`config.mk`:
```
export PLATFORM = sky130hd
export DESIGN_NAME = lpp_beat_tx
export DESIGN_NICKNAME = d
export VERILOG_FILES = /design/src/hdl/lpp_pkg.sv /design/src/hdl/lpp_beat_tx.sv
export SDC_FILE = /design/constraint.sdc
export NUM_CORES = 1
export LEC_CHECK = 0
export BUFFER_PORTS_ARGS = -buffer_cell sky130_fd_sc_hd__buf_2
export CAP_MARGIN = 10
export CELL_PAD_IN_SITES_DETAIL_PLACEMENT = 0
export CELL_PAD_IN_SITES_GLOBAL_PLACEMENT = 1
export CORE_ASPECT_RATIO = 0.7
export CORE_MARGIN = 5
export CORE_UTILIZATION = 35
export CTS_CLUSTER_DIAMETER = 60
export DETAILED_ROUTE_END_ITERATION = 8
export PLACE_DENSITY = 0.7
export SYNTH_ARGS = -nofsm -noshare
export SYNTH_HDL_FRONTEND = slang
export SYNTH_SLANG_ARGS = --single-unit
```
`constraint.sdc`:
```
create_clock -name clock -period 2.3 [get_ports clock]
set_input_delay 0.115 -clock clock [delete_from_list [all_inputs] [get_ports clock]]
set_output_delay 0.115 -clock clock [all_outputs]
set_load 0.02 [all_outputs]
```
`src/hdl/lpp_pkg.sv`:
```
// shared types and constants of the pixel plot shadow buffer
package lpp_pkg;

   localparam int NUM_COLUMNS = 102;
   localparam int NUM_PAGES   = 8;

   localparam int FRAME_DEPTH = NUM_COLUMNS * NUM_PAGES;
   localparam int ADDR_W      = $clog2(FRAME_DEPTH);
   localparam int COL_W       = (NUM_COLUMNS > 1) ? $clog2(NUM_COLUMNS) : 1;
   localparam int PAGE_W      = (NUM_PAGES > 1) ? $clog2(NUM_PAGES) : 1;

   localparam logic [7:0] MAX_X       = 8'd101;
   localparam logic [7:0] MAX_Y       = 8'd63;
   localparam logic [7:0] NIBBLE_MASK = 8'h0F;
   localparam logic [7:0] COL_LIMIT   = 8'(NUM_COLUMNS - 1);
   localparam logic [7:0] PAGE_LIMIT  = 8'(NUM_PAGES - 1);

   localparam logic [ADDR_W-1:0] CLEAR_LAST = ADDR_W'(FRAME_DEPTH - 1);

   localparam int CSR_IDX_W = 2;
   localparam logic [CSR_IDX_W-1:0] CSR_PAGE_CMD_BASE     = 2'd0;
   localparam logic [CSR_IDX_W-1:0] CSR_COL_LOW_CMD_BASE  = 2'd1;
   localparam logic [CSR_IDX_W-1:0] CSR_COL_HIGH_CMD_BASE = 2'd2;

   localparam logic [7:0] PAGE_CMD_BASE_RST     = 8'd176;
   localparam logic [7:0] COL_LOW_CMD_BASE_RST  = 8'd0;
   localparam logic [7:0] COL_HIGH_CMD_BASE_RST = 8'd16;

   localparam int BEATS = 4;
   localparam int BEAT_W = $clog2(BEATS);
   localparam logic [BEAT_W-1:0] FIRST_BEAT = BEAT_W'(0);
   localparam logic [BEAT_W-1:0] LAST_BEAT  = BEAT_W'(BEATS - 1);

   typedef struct packed {
      logic [7:0] pixel_x;
      logic [7:0] pixel_y;
      logic       set_mode;
   } lpp_req_type;

   typedef struct packed {
      logic [7:0] lcd_byte;
      logic       is_command;
      logic       last_byte;
   } lpp_rsp_type;

   typedef struct packed {
      logic              rd_en;
      logic [ADDR_W-1:0] rd_addr;
      logic              wr_en;
      logic [ADDR_W-1:0] wr_addr;
      logic [7:0]        wr_data;
   } lpp_mem_req_type;

   typedef struct packed {
      logic [7:0] page_cmd;
      logic [7:0] col_low_cmd;
      logic [7:0] col_high_cmd;
      logic [7:0] data;
   } lpp_beat_set_type;

   typedef enum logic [1:0] {
      ST_CLEAR,
      ST_IDLE,
      ST_READ,
      ST_WRITE
   } lpp_state_type;

endpackage

```
`src/hdl/lpp_beat_tx.sv`:
```
// four-beat output register and serializer
module lpp_beat_tx (
   input  logic                       clock,
   input  logic                       reset,
   input  logic                       tx_load,
   input  lpp_pkg::lpp_beat_set_type  beat_set,
   output logic                       tx_free,
   output logic                       rsp_valid,
   input  logic                       rsp_ready,
   output lpp_pkg::lpp_rsp_type       rsp_payload
);

   logic [7:0]                 byte_ff [lpp_pkg::BEATS];
   logic [lpp_pkg::BEAT_W-1:0] beat_ff, beat_in;
   logic                       busy_ff, busy_in;
   logic                       last;

   assign last    = (beat_ff == lpp_pkg::LAST_BEAT);
   assign tx_free = !busy_ff || (rsp_ready && last);

   always_comb begin
      beat_in = beat_ff;
      busy_in = busy_ff;
      if (tx_load) begin
         beat_in = lpp_pkg::FIRST_BEAT;
         busy_in = 1'b1;
      end else if (busy_ff && rsp_ready) begin
         beat_in = beat_ff + 1'b1;
         busy_in = !last;
      end
   end

   always_ff @(posedge clock) begin
      if (reset) begin
         beat_ff <= lpp_pkg::FIRST_BEAT;
         busy_ff <= 1'b0;
      end else begin
         beat_ff <= beat_in;
         busy_ff <= busy_in;
      end
   end

   always_ff @(posedge clock) begin
      if (tx_load) begin
         byte_ff[0] <= beat_set.page_cmd;
         byte_ff[1] <= beat_set.col_low_cmd;
         byte_ff[2] <= beat_set.col_high_cmd;
         byte_ff[3] <= beat_set.data;
      end
   end

   assign rsp_valid              = busy_ff;
   assign rsp_payload.lcd_byte   = byte_ff[beat_ff];
   assign rsp_payload.is_command = !last;
   assign rsp_payload.last_byte  = last;

endmodule

```
Word-level counts from Yosys, hierarchy flattened
Memories as Yosys holds them, arrays and structs flattened. A register that Yosys moved wholly into a read port is not among the register bits. Cells that the tools add are included.

Flip-flop bits (word level): 3. Bits in writable memories: 32. Input port bits: 36. Output and inout bits: 12. Word-level logic and storage cells: 18. Memories kept: 1.

Add/sub/neg operators: 1. Eq/ne operators: 1. Muxes and demuxes: 6. Reduce and logical (&&, ||, !) cells: 7.

Memory list: byte_ff (words 4, bits a word 8, rd ports 1, clocked after Yosys merged registers in 1, wr ports 4, RTL line lpp_beat_tx.sv:13) `logic [7:0] byte_ff [lpp_pkg::BEATS];`.

Operators by type and width (number): $mux 1 (4); $mux 2 (2); $add 2x1->2 const B (1); $eq 2x2->1 const B (1); $logic_and 1x1->1 (2); $logic_not 1->1 (2); $reduce_bool 2->1 (1); $reduce_or 2->1 (1); $logic_or 1x1->1 (1).

Logic depth before layout (Yosys ltp)
Gate-level depths: netlist of run 1.

Word-level depth: 4. Gate-level depth with buffers: 3. Depth with buffers taken out: 3.

Least setup slack after synthesis of run 1
No wires, ideal clock.

Path type: register to output. Start point: reg (tool-made name). End point: out rsp_payload[2] in the netlist's numbering. Arrival time: 1.023 ns. Path slack: 1.162 ns. Cell stages (with the launch flop): 3. Path buffers: 1. Cell sequence: dfxtp_1 buf_6 mux4_2.

RTL lines: end, declared (RTL line lpp_beat_tx.sv:10) `output lpp_pkg::lpp_rsp_type rsp_payload`.

==> results of run 1 <==
-- stage by stage --
step	instances	hold WS [ps]	util (%)	setup WS, ps	cell area (um^2)
finish	187	12.15	50.16	469.6	1932
global route	187	0.05576	50.16	308.5	1932
CTS	184	0.3988	49.38	386.7	1902
detailed placement	159	293.1	42.82	732.9	1649
global placement	159	291.3	42.82	744.6	1649
floorplan	63	213.9	-	1162	1373
-- how the worst min path moves through the flow --
stage | to | cells past startpoint
floorplan | byte_ff[0][0] | 0
detailed placement | byte_ff[2][1] | 1
global placement | byte_ff[3][1] | 1
finish | byte_ff[2][5] | 1
global route | byte_ff[1][6] | 1
CTS | byte_ff[3][6] | 1
-- worst max-delay path, cell delays in order (launching register included) --
cell and delay, ps:
dfxtp_1 670, mux4_2 580, buf_2 180
-- final cells by class --
cell class                      count  area [um^2]
Fill cell                         337         1919
Clock buffer                        6        72.57
Multi-Input combinational cell     22        284.0
Tap cell                           52        65.06
Inverter                            1        3.754
Timing Repair Buffer               67        435.4
Clock inverter                      2        10.01
Sequential cell                    37         1061
-- cell usage after synthesis --
| master | instances |
|---|---|
| a21bo_2 | 2 |
| a21boi_0 | 1 |
| a21oi_1 | 3 |
| buf_4 | 1 |
| buf_6 | 1 |
| clkbuf_2 | 1 |
| dfxtp_1 | 5 |
| edfxtp_1 | 32 |
| ha_1 | 2 |
| inv_1 | 1 |
| mux4_2 | 8 |
| nand2_1 | 2 |
| nand3_1 | 1 |
| nand3b_1 | 1 |
| o21ba_2 | 1 |
| or2_2 | 1 |
-- logic make-up after synthesis --
logic type | count (synthesis) | synth area share, %
muxes | 8 | 13.13
buffers and inverters | 4 | 2.005
and+or+nand+nor | 5 | 1.915
AOI/OAI and AO/OA | 7 | 3.829
DFF | 37 | 77.30
adders and majority gates | 2 | 1.823
-- metal layers --
layer	up-vias	global-route usage [%]
met5	-	0
met4	0	5.336
met3	7	4.875
met2	34	16.89
met1	377	12.34
li1	393	-
-- flip-flops by register name, indices dropped and copies added, names as in the netlist, named ones only --
signal and flops:
beat_ff 2, rsp_valid 1, byte_ff 32
-- power breakdown --
group          internal, mW  leakage [nW]  switching [mW]  total, mW
Clock                 0.210        0.0450           0.216      0.426
Combinational        0.0748         0.354          0.0557      0.131
Sequential            0.782         0.354          0.0155      0.797
==> impl_metrics.env, run 1 <==
export IMPL_outcome="finished clean"
export IMPL_mappedNetlistNets=101
export IMPL_slew_headroom_pct=52.20
export IMPL_nNetsFinal=172
export IMPL_worst_pin_slew_ps=717.0
export IMPL_ios=48
export IMPL_p_leak_nw=0.7530
export IMPL_ys_ff_latch=37
export IMPL_dieHeight_um=62.40
export IMPL_finalSetupViolCount=0
export IMPL_min_from="beat_set[13]"
export IMPL_antenna_found_initial=0
export IMPL_p_total_mw=1.354
export IMPL_crit_path_end="rsp_payload[9]"
export IMPL_insertion_delay_ps=280
export IMPL_cts_tree="yes"
export IMPL_worstRegToRegCells=3
export IMPL_routedWlPerCell_um=13.74
export IMPL_core_mm2=0.003851
export IMPL_cp_arrival_ps=1720
export IMPL_h_tree_depth=2
export IMPL_critical_path_class="register to primary output"
export IMPL_die_area_mm2=0.005294
export IMPL_grt_pass1_wl_um=4243
export IMPL_grt_usage_pct=10.72
export IMPL_final_max_slew_viol_count=0
export IMPL_yosysWarnings=0
export IMPL_grt_start_max_net_pins=35
export IMPL_hold_viol=0
export IMPL_cp_start_kind="register"
export IMPL_top_layer_used="met4"
export IMPL_antenna_cells=0
export IMPL_gp_congestion=0.7203
export IMPL_hpwl_um=1834
export IMPL_cts_setup_buffers=0
export IMPL_hold_path_class="input pin to register"
export IMPL_first_pass_iters=2
export IMPL_syn_area_mm2=0.001373
export IMPL_yosysTopAreaCell="edfxtp_1"
export IMPL_worst_r2r_endpoint="rsp_valid"
export IMPL_dr_wl_met2_um=1219
export IMPL_grt_setup_unrepaired="false"
export IMPL_r2r_start="beat_ff[0]"
export IMPL_cap_viol_max_count=0
export IMPL_antenna_left=0
export IMPL_clkTransAtPathRegs_ps=70
export IMPL_required_ps=2180
export IMPL_drt_iter0_drc=26
export IMPL_ys_seq_area_share_pct=77.30
export IMPL_met3WireLength_um=234
export IMPL_numCtsBuffers=5
export IMPL_syn2layout_area_growth_pct=40.75
export IMPL_cts_hold_buffers=17
export IMPL_cts_sinks=37
export IMPL_start_util_pct=35.64
export IMPL_synth_distinct_cells=16
export IMPL_synth_top_area_share_pct=70.01
export IMPL_worst_clock_skew_ps=4.402
export IMPL_wl_met1_um=1081
export IMPL_portBuffers=47
export IMPL_layout_commonest_cell="buf_2"
export IMPL_drc=0
export IMPL_grt_ovfl_total=0
export IMPL_cts_root_buf="clkbuf_8"
export IMPL_worstPathMaxFanout=8
export IMPL_cts_resized=0
export IMPL_tns_ps=0
export IMPL_powerDensity_mw_per_mm2=700.7
export IMPL_rows=19
export IMPL_cts_buffer_depth=2
export IMPL_fmax_mhz=546.3
export IMPL_peakVddDrop_v=0.0003906
export IMPL_finalCriticalPeriod_ps=1830
export IMPL_ys_top_cells_by_area="edfxtp_1, mux4_2, dfxtp_1"
export IMPL_drive_gt1_share_pct=48.89
export IMPL_routed_via_density=4.337
export IMPL_grt_pass1_vias=914
export IMPL_synth_area_per_cell_um2=21.79
export IMPL_synth_cells=63
export IMPL_vias=811
export IMPL_drt_wl_total_um=2569
export IMPL_crit_path_end_kind="primary output"
export IMPL_die_w_um=84.85
export IMPL_final_cell_mix="buf_2, edfxtp_1, dlygate4sd3_1"
export IMPL_finalCritPeriodShare_pct=79.58
export IMPL_reg2reg_slack_ps=1380
Note: power is estimated with default switching activity, not from simulation.
==> inputs of run 2 (changes only) <==
==> constraint.sdc (replaced) <==
create_clock -name clock -period 1.9 [get_ports clock]
set_input_delay 0.095 -clock clock [delete_from_list [all_inputs] [get_ports clock]]
set_output_delay 0.095 -clock clock [all_outputs]
set_load 0.02 [all_outputs]
==> run 2 against run 1 <==
Net effect:
- combinational power up 39%
- worst setup slack got worse by 120 ps
- final area up 7.0%
- count of clock-buffer cells in the layout unchanged
- first-iteration DRC count grew 15%
- global-route usage up 0.51 points
- non-clock buffer count up 14
- routed wire length increased by 4.2%
- register-to-register slack got worse by 420 ps
- clock power increased by 20%
- largest power group unchanged
==> impl_metrics.env, run 2 (same netlist as run 1, synthesis figures left out) <==
export IMPL_dieHeight_um=62.40
export IMPL_instances_no_fill=201
export IMPL_drive_gt1_share_pct=45.64
export IMPL_tns_ps=0
export IMPL_drt_iter0_drc=30
export IMPL_hold_path_class="input pin to register"
export IMPL_die_area_mm2=0.005294
export IMPL_worstPathMaxFanout=4
export IMPL_cap_viol_max_count=0
export IMPL_cts_tree="yes"
export IMPL_min_from="reset"
export IMPL_cp_arrival_ps=1450
export IMPL_powerDensity_mw_per_mm2=801.3
export IMPL_path_depth=3
export IMPL_path_cells="buf_4 > mux4_2 > buf_2"
export IMPL_cts_buffer_depth=2
export IMPL_rows=19
export IMPL_grt_usage_pct=11.24
export IMPL_cts_resized=0
export IMPL_worst_pin_slew_ps=713.2
export IMPL_crit_path_end_kind="primary output"
export IMPL_grt_start_max_net_pins=35
export IMPL_h_tree_depth=2
export IMPL_vias=887
export IMPL_die_w_um=84.85
export IMPL_cts_root_buf="clkbuf_8"
export IMPL_outcome="finished clean"
export IMPL_largest_register_ffs=32
export IMPL_critPathTopFamily="multiplexers"
export IMPL_hold_viol=0
export IMPL_hpwl_um=1781
export IMPL_drt_wl_total_um=2677
export IMPL_grt_pass1_wl_um=4471
export IMPL_final_cell_mix="buf_2, edfxtp_1, dlygate4sd3_1"
export IMPL_first_pass_iters=4
export IMPL_routed_via_density=4.413
export IMPL_drc=0
export IMPL_placedCellCount=161
export IMPL_finalSetupViolCount=0
export IMPL_cp_start_kind="register"
export IMPL_critical_path_class="register to primary output"
export IMPL_cp_slowest_cell="mux4_2"
export IMPL_finalCritPeriodShare_pct=81.52
export IMPL_antenna_cells=0
export IMPL_start_util_pct=35.64
export IMPL_portBuffers=47
export IMPL_peakVddDrop_v=0.0004815
export IMPL_grt_setup_unrepaired="false"
export IMPL_routedWlPerCell_um=13.32
export IMPL_gp_congestion=0.7149
export IMPL_grt_ovfl_total=0
export IMPL_regMostFlops="byte_ff"
export IMPL_slew_headroom_pct=52.45
export IMPL_slowest_delay_ps=510
export IMPL_whs_endpoint="rsp_valid"
export IMPL_worst_clock_skew_ps=4.542
export IMPL_antenna_found_initial=0
export IMPL_final_core_util_pct=53.67
export IMPL_final_max_slew_viol_count=0
export IMPL_finalCriticalPeriod_ps=1549
export IMPL_worstRegToRegCells=3
export IMPL_nNetsFinal=186
export IMPL_cts_setup_buffers=0
export IMPL_antenna_left=0
export IMPL_worst_r2r_endpoint="beat_ff[1]"
export IMPL_cp_buffers_inverters=2
export IMPL_required_ps=1800
export IMPL_core_mm2=0.003851
export IMPL_layout_commonest_cell="buf_2"
export IMPL_syn2layout_area_growth_pct=50.59
export IMPL_fmax_mhz=645.7
export IMPL_p_leak_nw=0.8139
export IMPL_reg2reg_slack_ps=960
export IMPL_insertion_delay_ps=280
export IMPL_clkTransAtPathRegs_ps=70
export IMPL_cts_sinks=37
export IMPL_grt_pass1_vias=969
export IMPL_r2r_start="beat_ff[0]"
export IMPL_ios=48
export IMPL_min_path_cells=2
export IMPL_numCtsBuffers=5
## run 2: changes by cell type in the layout (fill, tap and decap cells not counted), sizes merged
cell         change
dlygate4sd3     +12
buf              +2
## run 2: per-layer routing
metal | up-vias | routed length (um) | global-route usage [%]
met5 | - | 0 | 0
met4 | 0 | 25 | 4.743
met3 | 5 | 269 | 5.402
met2 | 35 | 1340 | 18.26
met1 | 425 | 1043 | 12.63
li1 | 422 | - | -
## run 2: repair_timing
item / CTS / global route
hold buffers: 32 / 0
setup endpoints to repair: 0 / 0
hold endpoints to repair: 32 / 0
## run 2: worst max path at each step
stage,from,endpoint,slack [ps]
6_report,register,rsp_payload[9],350
5_1_grt,register,rsp_payload[9],260
3_5_place_dp,register,rsp_payload[9],640
2_1_floorplan,register,rsp_payload[2],780
3_3_place_gp,register,rsp_payload[8],660
4_1_cts,register,rsp_payload[9],330
## run 2: power breakdown
part,internal (mW),switching [mW],leakage [nW]
registers,0.946,0.0153,0.354
logic,0.108,0.0740,0.415
clock network,0.254,0.258,0.0450
total,1.31,0.348,0.814
## run 2: stage by stage
step / worst slack [ps] / hold WS, ps / power (mW) / instance area (um^2)
6_report: 351.2 / 75.98 / 1.656 / 2067
5_1_grt: 259.0 / 68.96 / 1.742 / 2067
4_1_cts: 325.1 / 67.43 / 1.678 / 2067
3_5_place_dp: 644.6 / 273.1 / 1.114 / 1664
3_3_place_gp: 658.1 / 271.6 / 1.109 / 1664
2_1_floorplan: 781.6 / 193.9 / 1.037 / 1373
## run 2: area by class of cell
type                            instances  area [um^2]
Fill cell                             327         1784
Sequential cell                        37         1061
Timing Repair Buffer                   81        570.5
Multi-Input combinational cell         22        284.0
Clock buffer                            6        72.57
Tap cell                               52        65.06
Clock inverter                          2        10.01
Inverter                                1        3.754
==> inputs of run 3 (changes only) <==
==> constraint.sdc (replaced) <==
create_clock -name clock -period 1.6 [get_ports clock]
set_input_delay 0.08 -clock clock [delete_from_list [all_inputs] [get_ports clock]]
set_output_delay 0.08 -clock clock [all_outputs]
set_load 0.02 [all_outputs]
==> run 3 against run 2 <==
Net effect:
- hold slack lost 1.0 ps
- first-iteration DRC count fell by 30%
- utilization rose by 0.13 points
- worst setup slack lost 280 ps
- global-route usage is 0.42 points lower
- sequential share of layout area shrank 0.12 points
- combinational power grew 20%
- clock skew is 3.3 ps lower
- clock power increased by 15%
- sequential power is 19% higher
- via count shrank 1.1%
- sequential cell count unchanged
==> impl_metrics.env, run 3 (same netlist as run 1, synthesis figures left out) <==
export IMPL_largest_register_ffs=32
export IMPL_grt_pass1_vias=973
export IMPL_cts_tree="yes"
export IMPL_routed_via_density=4.342
export IMPL_r2r_start="beat_ff[0]"
export IMPL_cp_arrival_ps=1450
export IMPL_final_cell_mix="buf_2, edfxtp_1, dlygate4sd3_1"
export IMPL_core_mm2=0.003851
export IMPL_outcome="finished clean"
export IMPL_insertion_delay_ps=270
export IMPL_grt_pass1_wl_um=4395
export IMPL_critPathTopFamily="multiplexers"
export IMPL_gr_max_usage_layer="met2"
export IMPL_tns_ps=0
export IMPL_use_met2_pct=17.58
export IMPL_cts_sinks=37
export IMPL_grt_usage_pct=10.82
export IMPL_routedWlPerCell_um=13.30
export IMPL_finalHoldWorstSlack_ps=74.98
export IMPL_cp_slowest_cell="mux4_2"
export IMPL_portBuffers=47
export IMPL_worstRegToRegCells=3
export IMPL_first_pass_iters=4
export IMPL_drt_wl_total_um=2687
export IMPL_nNetsFinal=187
export IMPL_worst_pin_slew_ps=422.6
export IMPL_crit_path_end_kind="primary output"
export IMPL_hold_viol=0
export IMPL_vias=877
export IMPL_antenna_cells=0
export IMPL_regMostFlops="byte_ff"
export IMPL_cts_root_buf="clkbuf_8"
export IMPL_whs_endpoint="rsp_valid"
export IMPL_final_max_slew_viol_count=0
export IMPL_die_area_mm2=0.005294
export IMPL_finalSetupViolCount=0
export IMPL_finalCritPeriodShare_pct=95.49
export IMPL_clkTransAtPathRegs_ps=70
export IMPL_cts_buffer_depth=2
export IMPL_worstPathMaxFanout=4
export IMPL_powerDensity_mw_per_mm2=941.9
export IMPL_cp_buffers_inverters=2
export IMPL_antenna_found_initial=0
export IMPL_cts_resized=0
export IMPL_start_util_pct=35.64
export IMPL_slew_headroom_pct=71.79
export IMPL_critical_path_class="register to primary output"
export IMPL_worst_r2r_endpoint="rsp_valid"
export IMPL_die_w_um=84.85
export IMPL_peakVddDrop_v=0.0006376
export IMPL_min_path_cells=2
export IMPL_cap_viol_max_count=0
export IMPL_required_ps=1520
export IMPL_antenna_left=0
export IMPL_cts_setup_buffers=0
export IMPL_numCtsBuffers=5
export IMPL_fin_area_mm2=0.002072
export IMPL_grt_setup_unrepaired="true"
export IMPL_met1_usage_pct=12.99
export IMPL_rows=19
export IMPL_grt_start_max_net_pins=24
export IMPL_drt_iter0_drc=21
export IMPL_drc=0
export IMPL_min_from="reset"
export IMPL_drive_gt1_share_pct=44.67
export IMPL_cp_start_kind="register"
export IMPL_worst_clock_skew_ps=1.262
export IMPL_p_leak_nw=0.8133
export IMPL_hpwl_um=1851
export IMPL_instances_no_fill=202
export IMPL_dpl_cell_area_mm2=0.001672
export IMPL_grt_util_met3_pct=4.611
export IMPL_layout_commonest_cell="buf_2"
export IMPL_gp_congestion=0.7069
export IMPL_path_cells="buf_4 > mux4_2 > buf_2"
export IMPL_hold_path_class="input pin to register"
export IMPL_grt_ovfl_total=0
export IMPL_dieHeight_um=62.40
export IMPL_placedCellCount=162
export IMPL_slowest_delay_ps=510
export IMPL_ios=48
export IMPL_syn2layout_area_growth_pct=50.96
export IMPL_h_tree_depth=2
export IMPL_fmax_mhz=654.5
export IMPL_finalCriticalPeriod_ps=1528
export IMPL_reg2reg_slack_ps=670
==> run 3: how the worst max path moves through the flow <==
stage                   from        endpoint  slack, ps  cells past startpoint
floorplan           register  rsp_payload[2]        500                      2
global placement    register  rsp_payload[8]        370                      3
detailed placement  register  rsp_payload[9]        360                      3
CTS                 register  rsp_payload[4]         30                      3
global route        register  rsp_payload[4]        -20                      3
finish              register  rsp_payload[4]         70                      3
==> run 3: where the power goes <==
group          total [mW]  switching (mW)  internal [mW]
Combinational       0.219          0.0885          0.130
Clock               0.591           0.282          0.309
Sequential           1.14          0.0186           1.12
==> run 3: layout make-up <==
cell class / instances / area (um^2)
Clock buffer: 8 / 80.08
Fill cell: 342 / 1779
Inverter: 1 / 3.754
Multi-Input combinational cell: 22 / 284.0
Sequential cell: 37 / 1061
Tap cell: 52 / 65.06
Timing Repair Buffer: 82 / 578.1
==> run 3: routing by layer <==
layer,share of wire [%],vias up
li1,-,425
met4,0.41,0
met2,48,35
met3,7.9,2
met5,0,-
met1,44,415
==> run 3: timing repair <==
item	in CTS	in global routing
endpoints found under the setup margin	0	3
hold endpoints to repair	32	0
hold buffers	32	0
==> run 3: metrics by stage <==
stage	power, mW	util, %	setup WS [ps]
after global placement	1.319	43.40	372.4
after CTS	1.984	53.80	33.84
after detailed placement	1.325	43.40	358.8
after global routing	2.047	53.80	-16.33
final	1.952	53.80	72.20
after floorplan	1.231	-	496.6
