## src/hdl/lpp_pkg.sv

```systemverilog
// shared types and constants of the pixel plot shadow buffer
package lpp_pkg;

   localparam int NUM_COLUMNS = 102;
   localparam int NUM_PAGES   = 8;

   localparam int FRAME_DEPTH = NUM_COLUMNS * NUM_PAGES;
   localparam int ADDR_W      = $clog2(FRAME_DEPTH);
   localparam int COL_W       = (NUM_COLUMNS > 1) ? $clog2(NUM_COLUMNS) : 1;
   localparam int PAGE_W      = (NUM_PAGES > 1) ? $clog2(NUM_PAGES) : 1;

   localparam logic [7:0] MAX_X       = 8'd101;
   localparam logic [7:0] MAX_Y       = 8'd63;
   localparam logic [7:0] NIBBLE_MASK = 8'h0F;
   localparam logic [7:0] COL_LIMIT   = 8'(NUM_COLUMNS - 1);
   localparam logic [7:0] PAGE_LIMIT  = 8'(NUM_PAGES - 1);

   localparam logic [ADDR_W-1:0] CLEAR_LAST = ADDR_W'(FRAME_DEPTH - 1);

   localparam int CSR_IDX_W = 2;
   localparam logic [CSR_IDX_W-1:0] CSR_PAGE_CMD_BASE     = 2'd0;
   localparam logic [CSR_IDX_W-1:0] CSR_COL_LOW_CMD_BASE  = 2'd1;
   localparam logic [CSR_IDX_W-1:0] CSR_COL_HIGH_CMD_BASE = 2'd2;

   localparam logic [7:0] PAGE_CMD_BASE_RST     = 8'd176;
   localparam logic [7:0] COL_LOW_CMD_BASE_RST  = 8'd0;
   localparam logic [7:0] COL_HIGH_CMD_BASE_RST = 8'd16;

   localparam int BEATS = 4;
   localparam int BEAT_W = $clog2(BEATS);
   localparam logic [BEAT_W-1:0] FIRST_BEAT = BEAT_W'(0);
   localparam logic [BEAT_W-1:0] LAST_BEAT  = BEAT_W'(BEATS - 1);

   typedef struct packed {
      logic [7:0] pixel_x;
      logic [7:0] pixel_y;
      logic       set_mode;
   } lpp_req_type;

   typedef struct packed {
      logic [7:0] lcd_byte;
      logic       is_command;
      logic       last_byte;
   } lpp_rsp_type;

   typedef struct packed {
      logic              rd_en;
      logic [ADDR_W-1:0] rd_addr;
      logic              wr_en;
      logic [ADDR_W-1:0] wr_addr;
      logic [7:0]        wr_data;
   } lpp_mem_req_type;

   typedef struct packed {
      logic [7:0] page_cmd;
      logic [7:0] col_low_cmd;
      logic [7:0] col_high_cmd;
      logic [7:0] data;
   } lpp_beat_set_type;

   typedef enum logic [1:0] {
      ST_CLEAR,
      ST_IDLE,
      ST_READ,
      ST_WRITE
   } lpp_state_type;

endpackage

```

## src/hdl/lpp_plot_ctrl.sv

```systemverilog
// clear sweep, coordinate decode and read-modify-write sequencer
module lpp_plot_ctrl (
   input  logic                                 clock,
   input  logic                                 reset,
   input  logic                                 req_valid,
   output logic                                 req_ready,
   input  lpp_pkg::lpp_req_type                 req_payload,
   input  logic                                 csr_wr_en,
   input  logic [lpp_pkg::CSR_IDX_W-1:0]        csr_index,
   input  logic [7:0]                           csr_wr_data,
   output lpp_pkg::lpp_mem_req_type             mem_req,
   input  logic [7:0]                           rd_data,
   input  logic                                 tx_free,
   output logic                                 tx_load,
   output lpp_pkg::lpp_beat_set_type            beat_set
);

   lpp_pkg::lpp_state_type state_ff, state_in;

   logic [lpp_pkg::ADDR_W-1:0] clr_addr_ff, clr_addr_in;
   logic [lpp_pkg::ADDR_W-1:0] addr_ff, addr_in;
   logic [lpp_pkg::COL_W-1:0]  col_ff, col_in;
   logic [lpp_pkg::PAGE_W-1:0] page_ff, page_in;
   logic [7:0]                 mask_ff, mask_in;
   logic                       mode_ff, mode_in;

   logic [7:0] page_cmd_base_ff;
   logic [7:0] col_low_cmd_base_ff;
   logic [7:0] col_high_cmd_base_ff;

   logic       accept;
   logic [7:0] x_sat, y_sat, col_sat, page_sat;
   logic [7:0] new_data;

   assign accept = req_valid && req_ready;

   // coordinate clamp and address
   always_comb begin
      x_sat    = (req_payload.pixel_x > lpp_pkg::MAX_X) ? lpp_pkg::MAX_X : req_payload.pixel_x;
      y_sat    = (req_payload.pixel_y > lpp_pkg::MAX_Y) ? lpp_pkg::MAX_Y : req_payload.pixel_y;
      col_sat  = (x_sat > lpp_pkg::COL_LIMIT) ? lpp_pkg::COL_LIMIT : x_sat;
      page_sat = ((y_sat >> 3) > lpp_pkg::PAGE_LIMIT) ? lpp_pkg::PAGE_LIMIT : (y_sat >> 3);
      col_in   = col_sat[lpp_pkg::COL_W-1:0];
      page_in  = page_sat[lpp_pkg::PAGE_W-1:0];
      mask_in  = 8'(8'd1 << y_sat[2:0]);
      mode_in  = req_payload.set_mode;
      addr_in  = lpp_pkg::ADDR_W'(lpp_pkg::ADDR_W'(col_in) * lpp_pkg::ADDR_W'(lpp_pkg::NUM_PAGES)
                 + lpp_pkg::ADDR_W'(page_in));
   end

   always_ff @(posedge clock) begin
      if (accept) begin
         addr_ff <= addr_in;
         col_ff  <= col_in;
         page_ff <= page_in;
         mask_ff <= mask_in;
         mode_ff <= mode_in;
      end
   end

   // configuration registers
   always_ff @(posedge clock) begin
      if (reset) begin
         page_cmd_base_ff     <= lpp_pkg::PAGE_CMD_BASE_RST;
         col_low_cmd_base_ff  <= lpp_pkg::COL_LOW_CMD_BASE_RST;
         col_high_cmd_base_ff <= lpp_pkg::COL_HIGH_CMD_BASE_RST;
      end else if (csr_wr_en) begin
         unique case (csr_index)
            lpp_pkg::CSR_PAGE_CMD_BASE:     page_cmd_base_ff     <= csr_wr_data;
            lpp_pkg::CSR_COL_LOW_CMD_BASE:  col_low_cmd_base_ff  <= csr_wr_data;
            lpp_pkg::CSR_COL_HIGH_CMD_BASE: col_high_cmd_base_ff <= csr_wr_data;
            default: ;
         endcase
      end
   end

   // next state
   always_comb begin
      state_in    = state_ff;
      clr_addr_in = clr_addr_ff;
      unique case (state_ff)
         lpp_pkg::ST_CLEAR: begin
            clr_addr_in = clr_addr_ff + 1'b1;
            if (clr_addr_ff == lpp_pkg::CLEAR_LAST) begin
               state_in = lpp_pkg::ST_IDLE;
            end
         end
         lpp_pkg::ST_IDLE: begin
            if (req_valid) begin
               state_in = lpp_pkg::ST_READ;
            end
         end
         lpp_pkg::ST_READ: begin
            state_in = lpp_pkg::ST_WRITE;
         end
         lpp_pkg::ST_WRITE: begin
            if (tx_free) begin
               state_in = lpp_pkg::ST_IDLE;
            end
         end
         default: state_in = lpp_pkg::ST_CLEAR;
      endcase
   end

   always_ff @(posedge clock) begin
      if (reset) begin
         state_ff    <= lpp_pkg::ST_CLEAR;
         clr_addr_ff <= '0;
      end else begin
         state_ff    <= state_in;
         clr_addr_ff <= clr_addr_in;
      end
   end

   assign new_data = mode_ff ? (rd_data | mask_ff) : (rd_data ^ mask_ff);

   // outputs
   always_comb begin
      req_ready       = 1'b0;
      tx_load         = 1'b0;
      mem_req.rd_en   = 1'b0;
      mem_req.rd_addr = addr_ff;
      mem_req.wr_en   = 1'b0;
      mem_req.wr_addr = addr_ff;
      mem_req.wr_data = new_data;
      unique case (state_ff)
         lpp_pkg::ST_CLEAR: begin
            mem_req.wr_en   = 1'b1;
            mem_req.wr_addr = clr_addr_ff;
            mem_req.wr_data = '0;
         end
         lpp_pkg::ST_IDLE: begin
            req_ready = 1'b1;
         end
         lpp_pkg::ST_READ: begin
            mem_req.rd_en = 1'b1;
         end
         lpp_pkg::ST_WRITE: begin
            mem_req.wr_en = tx_free;
            tx_load       = tx_free;
         end
         default: ;
      endcase
   end

   always_comb begin
      beat_set.page_cmd     = page_cmd_base_ff | 8'(page_ff);
      beat_set.col_low_cmd  = col_low_cmd_base_ff | (8'(col_ff) & lpp_pkg::NIBBLE_MASK);
      beat_set.col_high_cmd = col_high_cmd_base_ff | 8'(col_ff >> 4);
      beat_set.data         = new_data;
   end

endmodule

```

## config.mk

```make
export PLATFORM = sky130hd
export DESIGN_NAME = lpp_plot_ctrl
export DESIGN_NICKNAME = d
export VERILOG_FILES = /design/src/hdl/lpp_pkg.sv /design/src/hdl/lpp_plot_ctrl.sv
export SDC_FILE = /design/constraint.sdc
export NUM_CORES = 1
export LEC_CHECK = 0
export ABC_CLOCK_PERIOD_IN_PS = 3100
export BUFFER_PORTS_ARGS = -buffer_cell sky130_fd_sc_hd__buf_4
export CORE_MARGIN = 2
export CORE_UTILIZATION = 35
export DETAILED_ROUTE_END_ITERATION = 8
export SETUP_SLACK_MARGIN = 0.1
export SLEW_MARGIN = 30
export SYNTH_ARGS = -nofsm -noshare
export SYNTH_HDL_FRONTEND = slang
export SYNTH_SLANG_ARGS = --single-unit
```

## constraint.sdc

```tcl
create_clock -name clock -period 3.1 [get_ports clock]
set_input_delay 0.31 -clock clock [delete_from_list [all_inputs] [get_ports clock]]
set_output_delay 0.31 -clock clock [all_outputs]
set_load 0.01 [all_outputs]
```

Word level (Yosys, flattened, before mapping)

Cells that the tools add are included.
W data, S select, Z words.

Add/subtract/negate cells: 2
Divide/modulo/power cells: 0
Shift operators: 1
Bitwise gates (word level): 5
Equality and inequality tests: 9
Magnitude comparators: 4
$mul: 0
Multiplexer cells: 14
Reduce and logical (&&, ||, !) cells: 7

Operators by type and width:

| operator                | number |
|---|---|
| $mux W8                 | 3 |
| $mux W18                | 1 |
| $gt A8 B7 Y1 const B    | 2 |
| $or A8 B3 Y8            | 2 |
| $add A10 B1 Y10 const B | 1 |
| $add A10 B3 Y10         | 1 |
| $eq A10 B10 Y1 const B  | 1 |
| $gt A8 B6 Y1 const B    | 1 |
| $or A8 B4 Y8            | 1 |
| $or A8 B8 Y8            | 1 |
| $pmux W2 S4             | 1 |
| $shl A1 B3 Y8 const A   | 1 |
| $xor A8 B8 Y8           | 1 |
| $mux W7                 | 1 |
| $eq A2 B2 Y1 const B    | 3 |
| $mux W2                 | 3 |
| $ne A2 B2 Y1 const B    | 3 |
| $reduce_and A2 Y1       | 3 |
| $gt A5 B3 Y1 const B    | 1 |
| $eq A2 B1 Y1 const B    | 2 |
| $logic_not A2 Y1        | 2 |
| $mux W1                 | 3 |
| $mux W3                 | 1 |
| $reduce_and A3 Y1       | 1 |
| other kinds (2)         | 2 |

Latch bits: 0
RAM bits: 0
Output and inout bits: 64
Flip-flop bits (word level): 65
Word-level logic and storage cells: 52
Memories: 0
Input bits: 40
ROM bits: 0

Depth between registers and ports, before layout

Gate-level depths: netlist of run 1.

Word-level depth: 5
Mapped depth: 7
Mapped depth without buffers: 6

Least setup slack after synthesis of run 1

OpenSTA, ideal clock, no wires.

Path kind: reg-to-output
Start point: reg state_ff[0]
End point: out mem_req[11] (netlist bit)
Data required time: 2790 ps
Data arrival time: 1446 ps
Path buffers: 2
Slack: 1344 ps
Cell stages (with the launch flop): 6
Cells stage by stage: dfxtp_1 inv_1 ha_1 buf_2 buf_1 mux2_2

RTL lines:

| what                     | RTL line             | text |
|---|---|---|
| start: declaration       | lpp_plot_ctrl.sv:18  | `lpp_pkg::lpp_state_type state_ff, state_in;` |
| start signal: assignment | lpp_plot_ctrl.sv:107 | `state_ff <= lpp_pkg::ST_CLEAR;` |
| start signal: assignment | lpp_plot_ctrl.sv:110 | `state_ff <= state_in;` |
| end: declaration         | lpp_plot_ctrl.sv:11  | `output lpp_pkg::lpp_mem_req_type mem_req,` |

==> results of run 1 <==
## how the worst max path moves through the flow
stage | to | cells past startpoint | startpoint | slack, ps
after global placement | mem_req[16] | 5 | state_ff[0] | 1220
after CTS | mem_req[13] | 5 | state_ff[0] | 830
after global routing | mem_req[17] | 5 | state_ff[1] | 710
after floorplan | mem_req[11] | 5 | state_ff[0] | 1340
after detailed placement | clr_addr_ff[9] | 6 | state_ff[0] | 1150
final | mem_req[13] | 5 | state_ff[1] | 860
## metal layers
metal / vias to the layer above / wire, µm / GRT usage
met5: - / 0 / 0
met1: 1005 / 2848 / 0.1877
met3: 6 / 338 / 0.03626
met4: 0 / 99 / 0.04589
met2: 56 / 3012 / 0.2464
li1: 1113 / - / -
## worst register-to-register path, cell delays in order, from the launching register on
cell and delay [ps]:
dfxtp_1 360, inv_1 110, ha_1 430, nand4_1 310, nor4_1 400, xnor2_1 160, nor2_1 50
## per-stage QoR
step	setup WS, ps	area, µm²	cells	hold WS (ps)	util
after floorplan	1344	2808	289	408.9	-
after global placement	1215	3576	470	456.4	0.4604
after detailed placement	1150	3576	470	456.3	0.4604
after CTS	825.1	3661	478	173.1	0.4713
after global routing	706.0	3661	478	164.2	0.4713
final	861.0	3661	478	182.2	0.4713
## registers in the layout, indices dropped and copies added (netlist names)
name                  count
col_low_cmd_base_ff       8
page_cmd_base_ff          8
clr_addr_ff              10
col_high_cmd_base_ff      8
state_ff                  2
mode_ff                   1
addr_ff                  10
mask_ff                   8
## logic make-up after synthesis
kind of cell	share of synthesized area
flip-flops	0.4599
AO/OA/AOI/OAI	0.04679
multiplexers	0.1234
XOR/XNOR	0.02496
AND/OR/NAND/NOR	0.1947
buffers and inverters	0.08779
adder cells (fa/ha/maj)	0.06239
## cell usage after synthesis
cell type,instances,share of area
nor2b_1,11,0.025
o41ai_2,1,0.0058
buf_4,14,0.037
nor4_1,2,0.0045
o221ai_2,1,0.0053
mux2_4,1,0.0053
edfxtp_1,19,0.20
xor2_1,2,0.0062
or3b_1,1,0.0031
a21oi_1,8,0.014
buf_2,2,0.0036
or3_1,4,0.0089
inv_1,25,0.033
nor3b_1,1,0.0027
o21ai_0,2,0.0036
a211o_1,5,0.016
mux2_2,9,0.036
a31oi_1,1,0.0022
nand3b_1,2,0.0053
clkbuf_1,8,0.011
nand2b_1,6,0.013
or2_2,12,0.027
dfxtp_1,36,0.26
xnor2_1,6,0.019
nor3_1,4,0.0071
nand3_1,1,0.0018
mux2i_1,23,0.082
nand2_1,10,0.013
nand4_1,3,0.0067
or3_2,1,0.0027
ha_1,14,0.062
and2_1,5,0.011
nor2_1,47,0.063
buf_1,2,0.0027
## layout make-up
cell class | instances | area, µm² | share of cell area
Clock buffer | 6 | 72.57 | 0.01982
Clock inverter | 2 | 12.51 | 0.003418
Inverter | 25 | 93.84 | 0.02563
Multi-Input combinational cell | 183 | 1275 | 0.3483
Sequential cell | 55 | 1291 | 0.3527
Tap cell | 102 | 127.6 | 0.03486
Timing Repair Buffer | 105 | 788.3 | 0.2153
## where the power goes
| part | total, µW | internal [µW] | switching, µW |
|---|---|---|---|
| clock | 392 | 159 | 233 |
| combinational | 338 | 180 | 158 |
| sequential | 804 | 779 | 25.6 |
| total | 1530 | 1120 | 417 |
==> summary.txt, run 1 <==
Min path
  • Hold path depth: 1
  • Hold crit path type: input port to flop
  • Worst hold start: req_payload[0]
  • WHS Endpoint: mode_ff

Detailed routing
  • Residual DRC count: 0
  • Pre-antenna DRT Iters: 6
  • Initial DRC count: 120
  • Final ANT Viol Nets: 0
  • Vias per inst: around 4.6
  • Routed WL per cell: between 10 and 15 µm
  • Routed vias: 2,180
  • Detailed Route WL: around 6300 µm

Clock tree
  • Hold-fix buffers at CTS: 0
  • Total CTS buffers: 5
  • Reg clk slew, reported paths: ~100 ps
  • Setup Buffers After CTS: 0
  • Clock buffer depth: 2
  • Post-cts gate resize count: 0
  • Worst skew pair latency: about 300 ps
  • Clk sinks: 55
  • CTS Root Cell: clkbuf_8
  • H-tree depth: 2
  • CTS tree: built

Floorplanning
  • Die Height: 93.57 µm
  • # rows: 32
  • Top Ports: roughly 100
  • Die area: a little under 9000 µm²
  • Initial Utilization: 0.3615
  • CORE AREA: 7767 µm²
  • Die X: around 94 µm

Global route
  • Initial antenna violation count: 0
  • Maximum number of pins on one net before global-route repair: 39
  • Vias in the first global route: roughly 2,200
  • First-pass GRT wire length: between 10,000 and 15,000 µm
  • GRT Total Usage: 0.1474
  • Grt ovf: 0

STA
  • Setup TNS: 0 ps
  • RSZ-0062 raised after global routing: false
  • Final setup vio count: 0
  • Crit path time final: about 2200 ps
  • Worst-Margin Slew: 941.9 ps
  • Final hold violation count: 0
  • Rel. slew slack: 0.3693
  • Tcrit/Tclk final: 0.7222
  • Clock Skews: between 6 and 7 ps
  • Max-slew violations: 0
  • Peak Freq: approximately 0.45 GHz

Yosys
  • Syn Nets: 343
  • Avg Inst Size Synth: about 9.7 µm²
  • Mapped Area: between 2000 and 3000 µm²
  • Library cells used by synthesis: 34
  • YS warnings: 0
  • Cell count after synthesis: around 290
  • Yosys reg bits: 55
  • Sequential area share after synthesis: 0.4599

Place
  • PortBufs: ~100
  • RD Place Congestion: 0.7390
  • HPWL after detailed placement: 5032 µm

Power and ir drop
  • Worst vdd ir: between 0.15 and 0.2 mV
  • Power Total: 1534 µW
  • PD cells: 419.0 nW/µm²
  • P_leak: roughly 0.0017 µW

Setup path
  • Worst Path Buf+Inv: 3
  • RR Endpoint: clr_addr_ff[9]
  • Startpoint types: flop
  • Data arrival, critical path: between 1500 and 2000 ps
  • R2R Setup Slk: around 1200 ps
  • Crit end category: output port
  • Critical-path cell list: inv_1, ha_1, buf_4, mux2_2, buf_4
  • Worst Path Required: between 2000 and 3000 ps
  • Crit-path most repeated cell: buf_4
  • Largest delay share family, worst path: buffers and inverters
  • Setup CP Type: flop to output port
  • Crit-path slowest cell: ha_1
  • Critical Path Max Stage Delay: 430 ps
  • R2R depth: 6
  • Reg-to-Reg Start: state_ff[1]
  • Max FO, Critical Path: 10

Run
  • Max-Cap Viols: 0

Layout
  • Layout cells sized above 1: 0.3670
  • Fin nets: roughly 430
  • Syn-to-layout area delta: 30.39%
  • Fill cells: between 800 and 900
  • Most common cell after layout, fill and taps aside: buf_4
  • Commonest non-fill, non-tap cells in the layout: buf_4, nor2_1, dfxtp_1
  • Antenna cells: 0

Status
  • Outcome: finished clean
No activity file was read; power rests on OpenSTA's default activity.
==> inputs of run 2 (changes only) <==
--- a/config.mk
+++ b/config.mk
@@ -5,7 +5,7 @@
 export SDC_FILE = /design/constraint.sdc
 export NUM_CORES = 1
 export LEC_CHECK = 0
-export ABC_CLOCK_PERIOD_IN_PS = 3100
+export ABC_CLOCK_PERIOD_IN_PS = 2320
 export BUFFER_PORTS_ARGS = -buffer_cell sky130_fd_sc_hd__buf_4
 export CORE_MARGIN = 2
 export CORE_UTILIZATION = 35
==> constraint.sdc (replaced) <==
create_clock -name clock -period 2.32 [get_ports clock]
set_input_delay 0.232 -clock clock [delete_from_list [all_inputs] [get_ports clock]]
set_output_delay 0.232 -clock clock [all_outputs]
set_load 0.01 [all_outputs]
==> run 2 against run 1 <==
Effect of this change:
- combinational power rose by 34%
- count of clock-buffer cells in the layout rose by 1
- core utilization rose by 0.42 points
- hold slack got worse by 82 ps
- routed wire length fell by 0.68%
- die area did not move
- sequential share of layout area fell by 0.31 points
- critical path type unchanged
==> summary.txt, run 2 (same netlist as run 1, synthesis figures left out) <==
Power and ir drop
  • P_leak: 0.001739 µW (was 0.001717 µW)
  • Power Total: 2082 µW (was 1534 µW)
  • Worst vdd ir: 0.3217 mV (was 0.1983 mV)
  • PD cells: 563.6 nW/µm² (was 419.0 nW/µm²)

Floorplanning
  • Initial Utilization: 0.3615 (unchanged)
  • # rows: 32 (unchanged)
  • Die X: 93.57 µm (unchanged)
  • CORE AREA: 7767 µm² (unchanged)
  • Die area: 8754 µm² (unchanged)
  • Die Height: 93.57 µm (unchanged)
  • Top Ports: 104 (unchanged)

Place
  • RD Place Congestion: 0.7433 (was 0.7390)
  • PortBufs: 103 (unchanged)
  • HPWL after detailed placement: 4949 µm (was 5032 µm)

Setup path
  • Critical Path Max Stage Delay: 350 ps (was 430 ps)
  • Max FO, Critical Path: 8 (was 10)
  • Crit-path slowest cell: dfxtp_1 (was ha_1)
  • Crit end category: output port (unchanged)
  • Worst Path Buf+Inv: 3 (unchanged)
  • Startpoint types: flop (unchanged)
  • Worst Path Required: 2090 ps (was 2790 ps)
  • Critical-path cell list: inv_1, ha_1, buf_4, mux2_2, buf_4 (unchanged)
  • Data arrival, critical path: 1840 ps (was 1930 ps)
  • Crit-path most repeated cell: buf_4 (unchanged)
  • Setup CP Type: flop to output port (unchanged)
  • Largest delay share family, worst path: buffers and inverters (unchanged)

Layout
  • Syn-to-layout area delta: 31.55% (was 30.39%)
  • Layout cells sized above 1: 0.3720 (was 0.3670)
  • Antenna cells: 0 (unchanged)
  • Top Registers: addr_ff: 10 flops, clr_addr_ff: 10 flops (unchanged)
  • Multi-input gate area: 1275 µm² (unchanged)
  • Commonest non-fill, non-tap cells in the layout: buf_4, nor2_1, dfxtp_1 (unchanged)
  • Most common cell after layout, fill and taps aside: buf_4 (unchanged)
  • Fill cells: 757 (was 806)
  • Fin nets: 432 (was 429)
  • Register area: 1291 µm² (unchanged)

Clock tree
  • Post-cts gate resize count: 0 (unchanged)
  • CTS tree: built (unchanged)
  • Hold-fix buffers at CTS: 0 (unchanged)
  • Setup Buffers After CTS: 0 (unchanged)
  • H-tree depth: 2 (unchanged)
  • Total CTS buffers: 5 (unchanged)
  • CTS Root Cell: clkbuf_8 (unchanged)
  • Reg clk slew, reported paths: 90 ps (was 100 ps)
  • Worst skew pair latency: 300 ps (about the same)
  • Clk sinks: 55 (unchanged)
  • Clock buffer depth: 2 (unchanged)

Global route
  • Grt ovf: 0 (unchanged)
  • Initial antenna violation count: 0 (unchanged)
  • Vias in the first global route: 2,106 (was 2,173)
  • GRT Total Usage: 0.1456 (was 0.1474)
  • Maximum number of pins on one net before global-route repair: 39 (unchanged)
  • First-pass GRT wire length: 10,030 µm (was 10,230 µm)

STA
  • Tcrit/Tclk final: 0.8911
  • Crit path time final: between 2000 and 2500 ps
  • Worst-Margin Slew: 622.5 ps (was 941.9 ps)
  • Max-slew violations: 0 (unchanged)
  • Final setup vio count: 0 (unchanged)
  • Final hold violation count: 0 (unchanged)
  • Clock Skews: 4.983 ps (was 6.146 ps)
  • Peak Freq: about 0.48 GHz
  • RSZ-0062 raised after global routing: false (unchanged)
  • Rel. slew slack: 0.5838 (was 0.3693)
  • Setup TNS: 0 ps (unchanged)

Detailed routing
  • Detailed Route WL: 6255 µm (was 6298 µm)
  • Initial DRC count: 39 (was 120)
  • Routed vias: 2,174 (was 2,180)
  • Pre-antenna DRT Iters: 4 (was 6)
  • Vias per inst: 4.520 (was 4.561)
  • Final ANT Viol Nets: 0 (unchanged)
  • Routed WL per cell: 13.00 µm (was 13.18 µm)
  • Residual DRC count: 0 (unchanged)

Status
  • Outcome: finished clean (unchanged)

Min path
  • Hold crit path type: input port to flop (unchanged)

Run
  • Max-Cap Viols: 0 (unchanged)
[run 2: final timing paths]
check / depth (start not counted) / endpoint / slack (ps) / startpoint
hold / removal: 1 / mode_ff / 100 / req_payload[0]
setup / recovery: 5 / mem_req[11] / 250 / state_ff[0]
setup reg to reg: 5 / clr_addr_ff[5] / 520 / state_ff[0]
hold reg to reg: 1 / col_high_cmd_base_ff[4] / 490 / col_high_cmd_base_ff[4]
[run 2: cell type report]
type                            count  share of cell area
Sequential cell                    55              0.3496
Inverter                           25             0.02541
Multi-Input combinational cell    183              0.3452
Clock buffer                        7             0.02337
Clock inverter                      1            0.002371
Tap cell                          102             0.03455
Timing Repair Buffer              108              0.2195
[run 2: metrics by stage]
step                      hold WS (ps)  cells  cell area (µm²)  setup WS (ps)    util
after floorplan                  330.9    289             2808          641.9       -
after global placement           411.6    473             3598          612.7  0.4633
after detailed placement         411.7    473             3598          573.0  0.4633
after CTS                        91.70    481             3694          259.9  0.4755
after global routing             78.46    481             3694          143.3  0.4755
final                            100.2    481             3694          252.8  0.4755
[run 2: power by group]
group          switching (µW)  leakage, µW  internal (µW)
clock network             307    0.0000484            245
logic                     210      0.00123            244
registers                35.2     0.000464           1040
[run 2: metal layers]
layer / global-route usage / vias to the layer above / wire length (µm)
met2: 0.2404 / 52 / 2948
met1: 0.1924 / 1006 / 2980
met4: 0.02536 / 0 / 53
li1: - / 1112 / -
met5: 0 / - / 0
met3: 0.04190 / 4 / 273
